`config.mk`:
```
export PLATFORM = sky130hd
export DESIGN_NAME = audio_peak_gain_calibrator_core
export DESIGN_NICKNAME = d
export VERILOG_FILES = /design/src/hw/rtl/apgc_pkg.sv /design/src/hw/rtl/apgc_div.sv /design/src/hw/rtl/apgc_log.sv /design/src/hw/rtl/audio_peak_gain_calibrator_core.sv
export SDC_FILE = /design/constraint.sdc
export NUM_CORES = 2
export LEC_CHECK = 0
export BUFFER_PORTS_ARGS = -buffer_cell sky130_fd_sc_hd__buf_2
export CAP_MARGIN = 40
export CORE_ASPECT_RATIO = 0.75
export CORE_MARGIN = 3
export CORE_UTILIZATION = 70
export DETAILED_ROUTE_END_ITERATION = 12
export GPL_TIMING_DRIVEN = 1
export PLACE_DENSITY = 0.88
export SETUP_SLACK_MARGIN = 0.1
export SLEW_MARGIN = 20
export SYNTH_ARGS = -nofsm -noshare
export SYNTH_HDL_FRONTEND = slang
export SYNTH_SLANG_ARGS = --single-unit
```
`constraint.sdc`:
```
create_clock -name clk -period 18.5 [get_ports clk]
set_input_delay 2.775 -clock clk [delete_from_list [all_inputs] [get_ports clk]]
set_output_delay 2.775 -clock clk [all_outputs]
set_load 0.02 [all_outputs]
```
`src/hw/rtl/apgc_pkg.sv`:
```
// shared types, constants and codes of the audio peak gain calibrator
`timescale 1ns / 1ps
package apgc_pkg;

	localparam int LOG_FRAC_BITS = 8;
	localparam int LOG_W = 5 + LOG_FRAC_BITS;
	localparam int LOG_CNT_W = (LOG_FRAC_BITS > 1) ? $clog2(LOG_FRAC_BITS) : 1;
	localparam int DIV_W = 22;
	localparam int DIV_CNT_W = $clog2(DIV_W + 1);
	localparam int SENS_W = LOG_W + 10;

	localparam logic [1:0] REG_CAL_MIN = 2'd0;
	localparam logic [1:0] REG_CAL_MAX = 2'd1;
	localparam logic [1:0] REG_DURATION = 2'd2;

	localparam logic ACT_START = 1'b0;
	localparam logic ACT_SAMPLE = 1'b1;

	typedef struct packed {
		logic action;
		logic signed [15:0] sample;
		logic [31:0] time_ms;
	} in_t;

	typedef struct packed {
		logic [14:0] amplitude;
		logic [14:0] peak;
		logic [6:0] secs_left;
		logic [6:0] bar_level;
		logic [1:0] meter_zone;
		logic gain_ready;
		logic [9:0] gain_tenths;
		logic done_res;
		logic [7:0] sensitivity;
		logic [1:0] noise_gate;
	} out_t;

	typedef enum logic [2:0] {
		S_IDLE,
		S_REM,
		S_SCALE,
		S_BAR,
		S_GAIN,
		S_LOGA,
		S_LOGB,
		S_OUT
	} state_t;

endpackage

```
`src/hw/rtl/apgc_div.sv`:
```
// iterative restoring divider, one quotient bit per cycle
`timescale 1ns / 1ps
module apgc_div import apgc_pkg::*; (
	input logic clk,
	input logic arst_n,
	input logic start,
	input logic [DIV_W-1:0] dividend,
	input logic [DIV_W-1:0] divisor,
	output logic done,
	output logic [DIV_W-1:0] quotient
);

	logic [DIV_W-1:0] rem_q;
	logic [DIV_W-1:0] quo_q;
	logic [DIV_W-1:0] dvs_q;
	logic [DIV_CNT_W-1:0] cnt_q;
	logic busy_q;
	logic done_q;
	logic [DIV_W:0] shifted;
	logic [DIV_W:0] trial;

	assign shifted = {rem_q, quo_q[DIV_W-1]};
	assign trial = shifted - {1'b0, dvs_q};

	always_ff @(posedge clk or negedge arst_n) begin
		if (!arst_n) begin
			busy_q <= 1'b0;
			done_q <= 1'b0;
			cnt_q <= '0;
		end else begin
			done_q <= 1'b0;
			if (start) begin
				busy_q <= 1'b1;
				cnt_q <= '0;
			end else if (busy_q) begin
				if (cnt_q == DIV_CNT_W'(DIV_W - 1)) begin
					busy_q <= 1'b0;
					done_q <= 1'b1;
				end
				cnt_q <= cnt_q + 1'b1;
			end
		end
	end

	always_ff @(posedge clk) begin
		if (start) begin
			rem_q <= '0;
			quo_q <= dividend;
			dvs_q <= divisor;
		end else if (busy_q) begin
			if (trial[DIV_W]) begin
				rem_q <= shifted[DIV_W-1:0];
				quo_q <= {quo_q[DIV_W-2:0], 1'b0};
			end else begin
				rem_q <= trial[DIV_W-1:0];
				quo_q <= {quo_q[DIV_W-2:0], 1'b1};
			end
		end
	end

	assign done = done_q;
	assign quotient = quo_q;

endmodule

```
`src/hw/rtl/apgc_log.sv`:
```
// iterative fixed-point log2: bit-serial normalize, then one squaring per fraction bit
`timescale 1ns / 1ps
module apgc_log import apgc_pkg::*; (
	input logic clk,
	input logic arst_n,
	input logic start,
	input logic [31:0] value,
	output logic done,
	output logic [LOG_W-1:0] result
);

	logic [31:0] m_q;
	logic [4:0] k_q;
	logic [LOG_FRAC_BITS-1:0] frac_q;
	logic [LOG_CNT_W-1:0] cnt_q;
	logic norm_q;
	logic busy_q;
	logic done_q;
	logic [63:0] prod;
	logic [32:0] sq;

	assign prod = 64'(m_q) * 64'(m_q);
	assign sq = prod[63:31];

	always_ff @(posedge clk or negedge arst_n) begin
		if (!arst_n) begin
			busy_q <= 1'b0;
			done_q <= 1'b0;
			norm_q <= 1'b0;
			cnt_q <= '0;
		end else begin
			done_q <= 1'b0;
			if (start) begin
				busy_q <= 1'b1;
				norm_q <= 1'b1;
				cnt_q <= '0;
			end else if (busy_q) begin
				if (norm_q) begin
					if (m_q[31] || k_q == 5'd0) begin
						norm_q <= 1'b0;
					end
				end else begin
					if (cnt_q == LOG_CNT_W'(LOG_FRAC_BITS - 1)) begin
						busy_q <= 1'b0;
						done_q <= 1'b1;
					end
					cnt_q <= cnt_q + 1'b1;
				end
			end
		end
	end

	always_ff @(posedge clk) begin
		if (start) begin
			m_q <= value;
			k_q <= 5'd31;
			frac_q <= '0;
		end else if (busy_q) begin
			if (norm_q) begin
				if (!(m_q[31] || k_q == 5'd0)) begin
					m_q <= {m_q[30:0], 1'b0};
					k_q <= k_q - 1'b1;
				end
			end else if (sq[32]) begin
				m_q <= sq[32:1];
				frac_q <= {frac_q[LOG_FRAC_BITS-2:0], 1'b1};
			end else begin
				m_q <= sq[31:0];
				frac_q <= {frac_q[LOG_FRAC_BITS-2:0], 1'b0};
			end
		end
	end

	assign done = done_q;
	assign result = {k_q, frac_q};

endmodule

```
`src/hw/rtl/audio_peak_gain_calibrator_core.sv`:
```
// top level of the audio peak gain calibrator
// channel  | direction | handshake           | payload
// in       | into core | in_valid / in_stall   | in_data (in_t)
// out      | from core | out_valid / out_stall | out_data (out_t)
// cfg      | into core | cfg_we              | cfg_idx, cfg_data
// a start transaction, or a sample while idle, is taken without leaving S_IDLE
// a sample while active runs four divisions in the shared divider and then loads the result,
// plus up to two log2 evaluations in the log unit on the final sample
// in_stall is high while the sequencer works on a sample
// one output register lets the next transaction in while a result waits
// arst_n clears control state and the calibration registers
`timescale 1ns / 1ps
module audio_peak_gain_calibrator_core import apgc_pkg::*; (
	input logic clk,
	input logic arst_n,
	input logic in_valid,
	output logic in_stall,
	input in_t in_data,
	output logic out_valid,
	input logic out_stall,
	output out_t out_data,
	input logic cfg_we,
	input logic [1:0] cfg_idx,
	input logic [15:0] cfg_data
);

	state_t state_q, state_d;

	logic signed [15:0] cal_min_q, cal_max_q;
	logic [15:0] dur_q;
	logic active_q;
	logic [14:0] peak_q;
	logic signed [15:0] center_q, half_q;
	logic [31:0] start_q;
	logic [14:0] amp_q;
	logic done_q;
	logic [16:0] rem_dvd_q;
	logic [6:0] rem_q;
	logic [DIV_W-1:0] scale_q;
	logic [6:0] bar_q;
	logic [9:0] gain_q;
	logic [LOG_W-1:0] la_q, lb_q;
	logic issued_q;
	logic out_valid_q;
	out_t out_q;

	logic accept;
	logic signed [16:0] sum, span, sum_adj, span_adj;
	logic signed [16:0] dev;
	logic [16:0] mag;
	logic [14:0] amp_new, peak_new;
	logic [31:0] elapsed;
	logic done_new;
	logic [16:0] rem_dvd_new;

	logic div_start, div_done, log_start, log_done;
	logic [DIV_W-1:0] div_a, div_b, div_q;
	logic [31:0] log_v;
	logic [LOG_W-1:0] log_r;
	logic do_log;
	logic load_out;

	logic signed [LOG_W:0] ldiff;
	logic signed [SENS_W-1:0] sens_full;
	logic [7:0] sens;
	out_t res;

	assign accept = in_valid && !in_stall;
	assign in_stall = (state_q != S_IDLE);

	assign sum = 17'(cal_min_q) + 17'(cal_max_q);
	assign span = 17'(cal_max_q) - 17'(cal_min_q);
	assign sum_adj = sum + 17'(sum[16]);
	assign span_adj = span + 17'(span[16]);

	assign dev = 17'(in_data.sample) - 17'(center_q);
	assign mag = dev[16] ? 17'(-dev) : 17'(dev);
	assign amp_new = (mag > 17'd32767) ? 15'd32767 : mag[14:0];
	assign peak_new = (amp_new > peak_q) ? amp_new : peak_q;
	assign elapsed = in_data.time_ms - start_q;
	assign done_new = (elapsed >= {16'd0, dur_q});
	assign rem_dvd_new = done_new ? 17'd0 :
		(17'(dur_q) - 17'(elapsed[15:0]) + 17'd999);

	assign do_log = done_q && (peak_q >= 15'd5) && (half_q > 16'sd0);
	assign load_out = (state_q == S_OUT) && (!out_valid_q || !out_stall);

	always_ff @(posedge clk or negedge arst_n) begin
		if (!arst_n) begin
			cal_min_q <= 16'sd0;
			cal_max_q <= 16'sd32767;
			dur_q <= 16'd3000;
		end else if (cfg_we) begin
			unique case (cfg_idx)
				REG_CAL_MIN: cal_min_q <= cfg_data;
				REG_CAL_MAX: cal_max_q <= cfg_data;
				REG_DURATION: dur_q <= cfg_data;
				default: ;
			endcase
		end
	end

	always_ff @(posedge clk or negedge arst_n) begin
		if (!arst_n) begin
			state_q <= S_IDLE;
			active_q <= 1'b0;
			peak_q <= '0;
			center_q <= '0;
			half_q <= '0;
			start_q <= '0;
			issued_q <= 1'b0;
			out_valid_q <= 1'b0;
		end else begin
			state_q <= state_d;
			if (accept) begin
				if (in_data.action == ACT_START) begin
					center_q <= sum_adj[16:1];
					half_q <= span_adj[16:1];
					peak_q <= '0;
					start_q <= in_data.time_ms;
					active_q <= 1'b1;
				end else if (active_q) begin
					peak_q <= peak_new;
					if (done_new) begin
						active_q <= 1'b0;
					end
				end
			end
			if (div_start || log_start) begin
				issued_q <= 1'b1;
			end else if (div_done || log_done) begin
				issued_q <= 1'b0;
			end
			if (load_out) begin
				out_valid_q <= 1'b1;
			end else if (!out_stall) begin
				out_valid_q <= 1'b0;
			end
		end
	end

	always_ff @(posedge clk) begin
		if (accept) begin
			amp_q <= amp_new;
			done_q <= done_new;
			rem_dvd_q <= rem_dvd_new;
		end
		if (div_done) begin
			case (state_q)
				S_REM: rem_q <= div_q[6:0];
				S_SCALE: scale_q <= div_q;
				S_BAR: bar_q <= (div_q > DIV_W'(100)) ? 7'd100 : div_q[6:0];
				S_GAIN: gain_q <= (div_q > DIV_W'(640)) ? 10'd640 : div_q[9:0];
				default: ;
			endcase
		end
		if (log_done) begin
			if (state_q == S_LOGA) begin
				la_q <= log_r;
			end else begin
				lb_q <= log_r;
			end
		end
		if (load_out) begin
			out_q <= res;
		end
	end

	always_comb begin
		state_d = state_q;
		unique case (state_q)
			S_IDLE: if (accept && in_data.action == ACT_SAMPLE && active_q) state_d = S_REM;
			S_REM: if (div_done) state_d = S_SCALE;
			S_SCALE: if (div_done) state_d = S_BAR;
			S_BAR: if (div_done) state_d = S_GAIN;
			S_GAIN: if (div_done) state_d = do_log ? S_LOGA : S_OUT;
			S_LOGA: if (log_done) state_d = S_LOGB;
			S_LOGB: if (log_done) state_d = S_OUT;
			S_OUT: if (load_out) state_d = S_IDLE;
			default: state_d = S_IDLE;
		endcase
	end

	always_comb begin
		div_start = 1'b0;
		log_start = 1'b0;
		div_a = '0;
		div_b = '0;
		log_v = '0;
		unique case (state_q)
			S_REM: begin
				div_start = !issued_q;
				div_a = DIV_W'(rem_dvd_q);
				div_b = DIV_W'(1000);
			end
			S_SCALE: begin
				div_start = !issued_q;
				div_a = DIV_W'(peak_q) * DIV_W'(85);
				div_b = DIV_W'(100);
			end
			S_BAR: begin
				div_start = !issued_q;
				div_a = DIV_W'(amp_q) * DIV_W'(100);
				div_b = scale_q;
			end
			S_GAIN: begin
				div_start = !issued_q;
				div_a = DIV_W'(half_q[14:0]) * DIV_W'(28) + DIV_W'(peak_q);
				div_b = DIV_W'({peak_q, 1'b0});
			end
			S_LOGA: begin
				log_start = !issued_q;
				log_v = 32'(half_q[14:0]) * 32'd28;
			end
			S_LOGB: begin
				log_start = !issued_q;
				log_v = 32'(peak_q) * 32'd5;
			end
			S_IDLE, S_OUT: ;
			default: ;
		endcase
	end

	assign ldiff = $signed({1'b0, la_q}) - $signed({1'b0, lb_q});
	assign sens_full = (SENS_W'(ldiff) * SENS_W'(255) + SENS_W'(4 << LOG_FRAC_BITS))
		>>> (LOG_FRAC_BITS + 3);
	assign sens = (ldiff <= 0) ? 8'd0 :
		((sens_full > SENS_W'(255)) ? 8'd255 : sens_full[7:0]);

	always_comb begin
		res = '0;
		res.amplitude = amp_q;
		res.peak = peak_q;
		res.secs_left = done_q ? 7'd0 : rem_q;
		if (peak_q > 15'd10) begin
			res.bar_level = bar_q;
		end else begin
			res.bar_level = (amp_q != 15'd0) ? 7'd50 : 7'd0;
		end
		if (res.bar_level < 7'd50) begin
			res.meter_zone = 2'd0;
		end else if (res.bar_level < 7'd80) begin
			res.meter_zone = 2'd1;
		end else begin
			res.meter_zone = 2'd2;
		end
		if (half_q > 16'sd0 && peak_q > 15'd5) begin
			res.gain_ready = 1'b1;
			res.gain_tenths = gain_q;
		end
		res.done_res = done_q;
		if (done_q) begin
			if (peak_q < 15'd5) begin
				res.sensitivity = 8'd255;
				res.noise_gate = 2'd0;
			end else begin
				res.noise_gate = 2'd3;
				res.sensitivity = do_log ? sens : 8'd0;
			end
		end
	end

	apgc_div u_div (
		.clk(clk),
		.arst_n(arst_n),
		.start(div_start),
		.dividend(div_a),
		.divisor(div_b),
		.done(div_done),
		.quotient(div_q)
	);

	apgc_log u_log (
		.clk(clk),
		.arst_n(arst_n),
		.start(log_start),
		.value(log_v),
		.done(log_done),
		.result(log_r)
	);

	assign out_valid = out_valid_q;
	assign out_data = out_q;

endmodule

```
==> results.cfg <==
[timing]
setup_viol = 0
period_share_pct = 51.7
finClkSkew_ns = 0.0436
hold_viol = 0
rsz0062_at_grt = no
max_freq_ghz = 0.105
final_max_slew_viol_count = 0
relSlewSlack_pct = 42.0
layout_min_cycle_time_ns = 9.56
worst_pin_slew_ns = 0.864
setup_tns_ns = 0

[floorplan]
die_area_sq_um = 91900
rows = 93
core_region_area_sq_um = 86700
io_pins = 142
start_util_pct = 71.2
die_w_um = 349
die_h_um = 263

[clock_network]
cts-resized-gates = 0
cts_buffer_depth = 3
cts_sinks = 429
clockRootBuffer = clkbuf_16
cts_buffers = 43
clkTransAtPathRegs_ns = 0.07
h-tree-depth = 2
postCtsHoldBufs = 0
cts_setup_buffers = 0
insertion_delay_ns = 0.63
tritoncts = done

[final_layout]
layout-drive-gt1-share_pct = 6.66
fin_cells = 7736
fin_util_pct = 75.4
area_growth_pct = 5.87
final_cell_mix = 1427 x inv_1, 919 x fa_1, 671 x ha_1, 562 x nand2_1, 266 x nor2_1
nets = 8217
final_common_cell = inv_1

[logic_synthesis]
ys_seq_area_share_pct = 19.2
synth_area_leader_cell = fa_1
synthFlopType = edfxtp_1
synth_top_family_by_area = adder cells
yosysWarnings = 0
ys_types = 110
yosys-top-cells-area = fa_1 30%, ha_1 14%, edfxtp_1 12%
synth.mux.area_fraction_pct = 1.36
synth_xor_area_share_pct = 3.95
synth_area_sq_um = 61800
ys_ff_latch = 429
synthesis.nets = 8145
syn_avg_cell_area_sq_um = 9.53
synth_compound_area_share_pct = 10.5
synth_edf_count = 248
synth-async-reset-ratio_pct = 34.0
netlist_instances = 6483
synth_adder_area_share_pct = 43.4
yosysTopAreaCellShare_pct = 29.8
yosys.area_share.simple_pct = 11.7

[worst_setup_path]
worstSetupEndpointType = flip-flop
critPathSlowestCell = edfxtp_1
critPathMaxStageDelay_ns = 0.92
path_max_fanout = 51
worstPathArrival_ns = 9.92
path_common_cell = fa_1
startpoint_type = flip-flop
crit_required_ns = 18.86
crit_type = reg2reg

[detailed_routing]
drt_iter0_drc = 4916
vias = 47300
totalWireLength_um = 165000
ant_nets = 0
drc = 0
post_drt_wl_per_cell_um = 21.3
first_pass_iters = 8
viasPerCell = 6.11

[place]
numPortBuffers = 141
gp_routability_congestion = 1.01
dp_hpwl_um = 131000
placed_cells = 7640

[global_routing]
antenna_found_initial = 10
grt-ovfl-total = 0
grt_pass1_wl_um = 264000
grt_usage_pct = 36.5
grt_max_degree = 76
grt_pass1_vias = 48900

[run_status]
outcome = finished clean

[job]
cap_violations = 0

[worst_hold_path]
hp-class = reg2reg
-- per-stage QoR --
| step | setup WS, ns | instance area (sq um) | hold slack [ns] |
|---|---|---|---|
| after floorplan | 10.34 | 61800 | 0.425 |
| after global placement | 9.40 | 63600 | 0.434 |
| after detailed placement | 9.22 | 63800 | 0.438 |
| after CTS | 9.17 | 65300 | 0.467 |
| after global routing | 8.61 | 65400 | 0.474 |
| final | 8.94 | 65400 | 0.469 |
-- layer usage --
metal	vias to the layer above	GRT usage (%)	share of wire, %
met5	-	0	0.036
met4	8	11.0	3.5
met3	503	11.2	13
met2	2806	54.7	44
met1	23100	51.5	40
li1	20900	-	-
-- synthesized netlist by cell type, types with 9 or more instances --
cell type,number
o22ai_1,19
a21o_1,98
dfxtp_1,35
mux2_2,42
or3_1,25
nor3b_1,10
nand3b_1,11
and3_1,34
nor2b_1,57
nor3_1,78
clkbuf_1,170
nand2_1,563
edfxtp_1,248
a22oi_1,16
xor2_1,92
a221oi_1,18
inv_1,1427
a211oi_1,26
o21bai_1,32
mux2i_1,35
o31a_1,11
o21ai_0,254
o31ai_1,17
nor2_1,266
fa_1,919
nand2b_1,47
dfstp_2,22
nand3_1,65
or2_2,19
and2_1,209
dfrtp_1,124
o21a_1,40
a21boi_0,13
nor4_2,10
xnor2_1,183
buf_2,9
nand4_1,32
a31oi_1,35
o211ai_1,18
o21ai_1,10
a21oi_1,264
ha_1,671
a22o_1,22
nor4_1,22
-- kinds of logic (layout without fill, tap and decap cells) --
kind of cell    Yosys count  count (layout)
buf+inv                1627            1734
fa+ha+maj              1592            1592
simple gates           1482            1482
compound gates          998             998
flops                   429             429
xor+xnor                277             277
mux                      78              78
other cells               0               6
-- flip-flops by register name (all words and copies together), names as in the netlist, 17 cells and up --
signal and flops:
u_div.rem_q 22, out_data 67, u_div.quotient 22, u_log.m_q 32, u_div.dvs_q 22, rem_dvd_q 17
scale_q 22, start_q 32
-- cell type report --
class	count	area [sq um]
diodes	6	15.0
clock buffers	57	1220
clock inverters	23	279
fillers	5771	21300
inverters	1436	5390
multi-input cells	4427	43800
flip-flops and latches	429	11800
well taps	1140	1430
repair buffers	218	1390
-- critical path: cells and delay by family (launching register included) --
| family | cells | cell delay [ns] |
|---|---|---|
| flops | 1 | 0.92 |
| buf+inv | 9 | 1.30 |
| fa+ha+maj | 9 | 4.49 |
| compound gates | 7 | 1.77 |
| simple gates | 3 | 0.36 |
| mux | 1 | 0.41 |
-- worst paths after layout --
path	startpoint	to	slack (ns)	cells past startpoint
min in group asynchronous	arst_n	dur_q[2]$_DFFE_PN0P_	2.15	1
worst max register to register	u_log.m_q[11]$_DFFE_PP_	u_log.m_q[10]$_DFFE_PP_	8.94	29
worst min-delay path	u_log.frac_q[7]$_SDFFE_PP0P_	la_q[7]$_DFFE_PP_	0.47	0
max in group asynchronous	arst_n	cal_max_q[14]$_DFFE_PN1P_	15.18	3
worst min register to register	u_log.frac_q[7]$_SDFFE_PP0P_	la_q[7]$_DFFE_PP_	0.47	0
worst max-delay path	u_log.m_q[11]$_DFFE_PP_	u_log.m_q[10]$_DFFE_PP_	8.94	29
Power is left out: the tool's default activity adds up to more than one toggle a clock period on the data nets, which glitch-free logic cannot reach.
